## src/sv/svpwm_ss_div.sv

```systemverilog
`default_nettype none
module svpwm_ss_div #(
    parameter int QW = 15,
    parameter int DW = 21,
    parameter int SW = 46
) (
    input  wire logic               aclk,
    input  wire logic               aresetn,
    input  wire logic               in_valid,
    output logic                    in_ready,
    input  wire logic [DW+QW-1:0]   in_dividend,
    input  wire logic [DW-1:0]      in_divisor,
    input  wire logic [SW-1:0]      in_side,
    output logic                    out_valid,
    input  wire logic               out_ready,
    output logic [QW-1:0]           out_quot,
    output logic [SW-1:0]           out_side
);
    // one restoring step per stage; dividend must be below divisor << QW

    logic          v_reg   [QW];
    logic [DW-1:0] rem_reg [QW];
    logic [QW-1:0] lo_reg  [QW];
    logic [QW-1:0] q_reg   [QW];
    logic [DW-1:0] dvs_reg [QW];
    logic [SW-1:0] side_reg[QW];
    logic [QW:0]   rdy;

    assign rdy[QW] = out_ready;

    for (genvar k = 0; k < QW; k++) begin : g_stage
        logic          p_v;
        logic [DW-1:0] p_rem;
        logic [QW-1:0] p_lo;
        logic [QW-1:0] p_q;
        logic [DW-1:0] p_dvs;
        logic [SW-1:0] p_side;
        logic [DW:0]   r2;
        logic          ge;
        logic [DW-1:0] rem_next;

        if (k == 0) begin : g_first
            assign p_v    = in_valid;
            assign p_rem  = in_dividend[DW+QW-1:QW];
            assign p_lo   = in_dividend[QW-1:0];
            assign p_q    = '0;
            assign p_dvs  = in_divisor;
            assign p_side = in_side;
        end else begin : g_rest
            assign p_v    = v_reg[k-1];
            assign p_rem  = rem_reg[k-1];
            assign p_lo   = lo_reg[k-1];
            assign p_q    = q_reg[k-1];
            assign p_dvs  = dvs_reg[k-1];
            assign p_side = side_reg[k-1];
        end

        assign rdy[k]   = !v_reg[k] || rdy[k+1];
        assign r2       = {p_rem, p_lo[QW-1]};
        assign ge       = r2 >= {1'b0, p_dvs};
        assign rem_next = ge ? DW'(r2 - {1'b0, p_dvs}) : r2[DW-1:0];

        always_ff @(posedge aclk) begin
            if (!aresetn) begin
                v_reg[k] <= 1'b0;
            end else if (rdy[k]) begin
                v_reg[k] <= p_v;
            end
            if (rdy[k]) begin
                rem_reg[k]  <= rem_next;
                lo_reg[k]   <= {p_lo[QW-2:0], 1'b0};
                q_reg[k]    <= {p_q[QW-2:0], ge};
                dvs_reg[k]  <= p_dvs;
                side_reg[k] <= p_side;
            end
        end
    end

    assign in_ready  = rdy[0];
    assign out_valid = v_reg[QW-1];
    assign out_quot  = q_reg[QW-1];
    assign out_side  = side_reg[QW-1];

endmodule
`default_nettype wire

```

## config.mk

```make
export PLATFORM = sky130hd
export DESIGN_NAME = svpwm_ss_div
export DESIGN_NICKNAME = d
export VERILOG_FILES = /design/src/sv/svpwm_ss_div.sv
export SDC_FILE = /design/constraint.sdc
export NUM_CORES = 2
export LEC_CHECK = 0
export ABC_AREA = 1
export BUFFER_PORTS_ARGS = -buffer_cell sky130_fd_sc_hd__buf_2
export CAP_MARGIN = 25
export CELL_PAD_IN_SITES_DETAIL_PLACEMENT = 1
export CELL_PAD_IN_SITES_GLOBAL_PLACEMENT = 2
export CORE_MARGIN = 8
export CORE_UTILIZATION = 44
export CTS_CLUSTER_DIAMETER = 30
export CTS_CLUSTER_SIZE = 16
export DETAILED_ROUTE_END_ITERATION = 8
export PLACE_DENSITY = 0.91
export SKIP_CTS_REPAIR_TIMING = 1
export SLEW_MARGIN = 5
export SYNTH_ARGS = -nofsm -noshare
export SYNTH_HDL_FRONTEND = slang
export SYNTH_SLANG_ARGS = --single-unit
```

## constraint.sdc

```tcl
create_clock -name aclk -period 23.3 [get_ports aclk]
set_input_delay 5.825 -clock aclk [delete_from_list [all_inputs] [get_ports aclk]]
set_output_delay 5.825 -clock aclk [all_outputs]
set_load 0.05 [all_outputs]
```

# == Word-level counts from Yosys, hierarchy flattened ==
# Memory sizes are Yosys's and may differ from the RTL's.
# Index checks and enable logic that the tools add are counted.
# op_classes
addsub,15
multipliers,0
div,0
order_cmp,15
n_eq_ne,0
shifts,0
muxes,91
bitwise,15
reduce_logical,30
# op_table
cell,n
22-bit by 21-bit >= comparator with 1-bit output,15
21-bit two-way mux,15
21-bit subtractor,15
1-bit two-way mux,76
1-bit logical NOT,15
1-bit logical OR,15
1-bit OR,15
# totals
register_bits,0
latch_bits,0
mem_bits_rw,1770
mem_bits_ro,0
inputBits,107
mem_count,6
# memory_table
memory,words,word_bits,read_ports,rd_ports_with_merged_regs,wr,line,text
side_reg,15,46,15,0,15,26,logic [SW-1:0] side_reg[QW];
dvs_reg,15,21,14,0,15,25,logic [DW-1:0] dvs_reg [QW];
rem_reg,15,21,14,0,15,22,logic [DW-1:0] rem_reg [QW];
q_reg,15,15,15,0,15,24,logic [QW-1:0] q_reg [QW];
lo_reg,15,14,14,0,15,23,logic [QW-1:0] lo_reg [QW];
v_reg,15,1,15,0,15,21,logic v_reg [QW];

# == Logic depth before layout (Yosys ltp) ==
# An unclocked memory read counts as a cell.
# depth
word_depth,21
depth_mapped,15
ltp_nobuf,15

# == Worst setup path after synthesis ==
# Ideal clock, no wire load.
# synth_timing
path_type,input-to-output
from,in out_ready
to,out in_ready
t_arrival_ns,16.003
t_required_ns,17.475
setup_slack_ns,1.472
cell_stages,8
n_path_buf,0
cell_sequence,inv_1 nand4_2 nor2_4 nand4_4 nor2_4 nand4_2 nor2_2 nand4_1
# synth_between
elab_chain_len,15
# synth_lines
item,line,text
"start, declared",15,"input wire logic out_ready,"
1-bit logical OR (3 in a row),58,assign rdy[k] = !v_reg[k] || rdy[k+1];
net rdy[12],27,logic [QW:0] rdy;
1-bit logical OR (4 in a row),58,
net rdy[8],27,
1-bit logical OR (4 in a row),58,
net rdy[4],27,
1-bit logical OR (4 in a row),58,
"end, declared",10,"output logic in_ready,"
# The timed path passes the listed nets, and every way through them passes these cells.

# == Worst setup path after layout ==
# Ends and elaborated chain as after synthesis.

==> metrics.csv <==
stage;metric;value;unit
place;post-place instance area;70800;um^2
place;GPL Wtd Cong;0.942;
clock_network;clock latency on the worst-skew pair;0.92;ns
synth;synthesized instance count;5614;
route;vias per cell;5.35;
place;Buffers on Ports;169;
sta;Tcrit/Tclk final;71.4;%
clock_network;CTS tree;yes;
floorplan;row count;143;
sta;Final Skew;0.111;ns
sta;Least-Margin Pin Slew;1.06;ns
critical_path;Critical Path RT;17.48;ns
sta;Setup WS post-layout;6.66;ns
sta;Final Hold Vio Count;0;
floorplan;# IOs;170;
route;routed via count;44500;
outcome;status;completed;
route;# DRC;0;
critical_path;crit path capture type;output port;
critical_path;Critical Path Start Type;input port;
grt;aggregate global-route resource usage;22.1;%
synth;most common cell in the netlist;edfxtp_1;
synth;prevailing post-synth register cell;edfxtp_1;
floorplan;core footprint;152000;um^2
job;max cap viols;0;
grt;first-pass GRT wire length;286;mm
sta;fin crit period;16.64;ns
power_and_ir_drop;Peak VDD IR;0.0773;mV
synth;Syn Std Cell Area;67500;um^2
synth;post-synth top area cell;edfxtp_1;
synth;number of flops mapped to enable cells by yosys;1517;
route;final wirelength;189;mm
critical_path;crit path max fanout;43;
clock_network;clk sinks;1518;
sta;setup_tns;0;ns
route;Antenna Nets Post-Route;0;
synth;largest cells by area after synthesis;edfxtp_1 67%, ha_1 5.8%, nand2_1 4.5%;
layout;share of cells above drive strength 1;12.6;%
grt;initial antenna violation count;8;
min_path;HP Class;reg -> reg;
synth;library cells used by synthesis;44;
clock_network;clk root buf;clkbuf_16;
power_and_ir_drop;total power;11.7;mW
synth;Syn. warnings;0;
sta;f_max;60.1;MHz
clock_network;clk slew on worst S/H paths;0.06;ns
layout;fin nets;6498;
floorplan;Die Span X;408;um
synth;Commonest cells post-synth;1,517 x edfxtp_1, 811 x nand2_1, 755 x inv_1, 572 x nor2_1, 516 x a21oi_1;
route;Wirelength per Cell;22.7;um
route;initial DRC count;3326;
sta;Slew HR;29.2;%
layout;final instance area;81200;um^2
critical_path;CP arrival;10.82;ns
clock_network;H-tree depth;5;
power_and_ir_drop;Power Density;144;nW/um^2
synth;post-synthesis sequential area ratio;67.5;%
floorplan;Die Footprint;166000;um^2
grt;vias in the first global route;48300;
grt;largest net degree at the start of global routing;74;
synth;Synthesized Nets;6050;
power_and_ir_drop;Leakage;34.1;nW
route;DRT Pass-1 Iters;5;
sta;count of pins over their slew limit;0;
layout;max reg flops;690;
sta;unrepaired setup endpoints after global routing;no;
floorplan;Die Y;408;um
critical_path;Setup CP Type;in -> out;
clock_network;Num CTS Buffers;312;
place;Final HPWL DP;133;mm
synth;post-synthesis register bit count;1518;
sta;final setup violation count;0;
synth;top cell type's share of synthesized area;67.5;%
clock_network;Clock Tree Buf Depth;4;
synth;synthesized area per cell;12.0;um^2
synth;Post-synth ARST share;0;%
grt;GRT Residual Overflow;0;
layout;P&R area growth vs syn;20.3;%
place;pre-CTS setup slack;6.85;ns
floorplan;Starting Density;44.3;%
==> layer usage <==
metal	track usage, %	vias to the layer above	share of wire (%)
met5	0	-	0
met4	9.53	0	4.3
met3	3.78	506	5.1
met2	39.1	1417	51
met1	26.5	21900	40
li1	-	20700	-
==> final timing paths <==
check	start	end	slack, ns	cells after the start
max reg2reg	v_reg[1][6]	side_reg[0][77]	17.13	8
min	side_reg[0][145]	side_reg[0][191]	0.37	0
max	out_ready	in_ready	6.66	11
min reg2reg	side_reg[0][145]	side_reg[0][191]	0.37	0
==> worst max-delay path, cell delays in order <==
cell and delay (ns):
buf_2 0.09, inv_1 0.15, nand4_4 0.65, nor2_4 0.48
nand4_4 0.60, nor2_4 0.49, nand4_4 0.76, nor2_2 0.70
nand4_1 0.31, buf_4 0.35, buf_2 0.30
==> metrics by stage <==
stage          util, %  hold WS [ns]  instances
2_1_floorplan        -         0.400       5614
3_3_place_gp      46.5         0.400       7776
3_5_place_dp      46.5         0.405       7776
4_1_cts           53.3         0.372       8323
5_1_grt           53.3         0.380       8325
6_report          53.3         0.370       8326
==> cell usage in the layout, fill, tap and decap left out, drive strengths merged <==
cell type / Yosys / layout
and2: 7 / 7
clkbuf: 2 / 349
edfxtp: 1517 / 1517
fa: 14 / 14
a21o: 48 / 48
clkinv: 0 / 85
nor3: 29 / 29
o21ai: 228 / 228
a211oi: 2 / 2
xnor2: 109 / 109
nand3b: 19 / 19
nand4: 113 / 113
buf: 58 / 194
or2: 20 / 20
clkinvlp: 0 / 33
nor2: 578 / 578
o21bai: 21 / 21
nand2: 816 / 816
dfxtp: 1 / 1
nor4: 38 / 38
bufinv: 0 / 38
and3: 1 / 1
xor2: 60 / 60
diode: 0 / 1
inv: 761 / 803
a21oi: 549 / 549
a21boi: 17 / 17
o211ai: 14 / 14
nand3: 264 / 264
o21a: 7 / 7
a31oi: 6 / 6
ha: 315 / 315
==> logic make-up after synthesis <==
logic type	synth area share, %
AO/OA/AOI/OAI	7.28
XOR/XNOR	2.19
buffers and inverters	4.78
AND/OR/NAND/NOR	12.0
flip-flops	67.5
adder cells (fa/ha/maj)	6.25
==> area by class of cell <==
type / instances / area (um^2)
fillers: 15600 / 71100
flip-flops and latches: 1518 / 45600
multi-input cells: 3275 / 18800
clock buffers: 349 / 8080
inverters: 761 / 2870
well taps: 2030 / 2540
clock inverters: 198 / 2290
repair buffers: 194 / 1070
diodes: 1 / 2.50
==> where the power goes <==
part	switching (mW)	internal, mW	leakage [nW]	total [mW]
sequential	0.312	3.65	15.9	3.96
clock	1.48	2.92	4.99	4.40
combinational	2.25	1.11	13.2	3.36
total	4.04	7.68	34.1	11.7
Note: power is estimated with default switching activity, not from simulation.
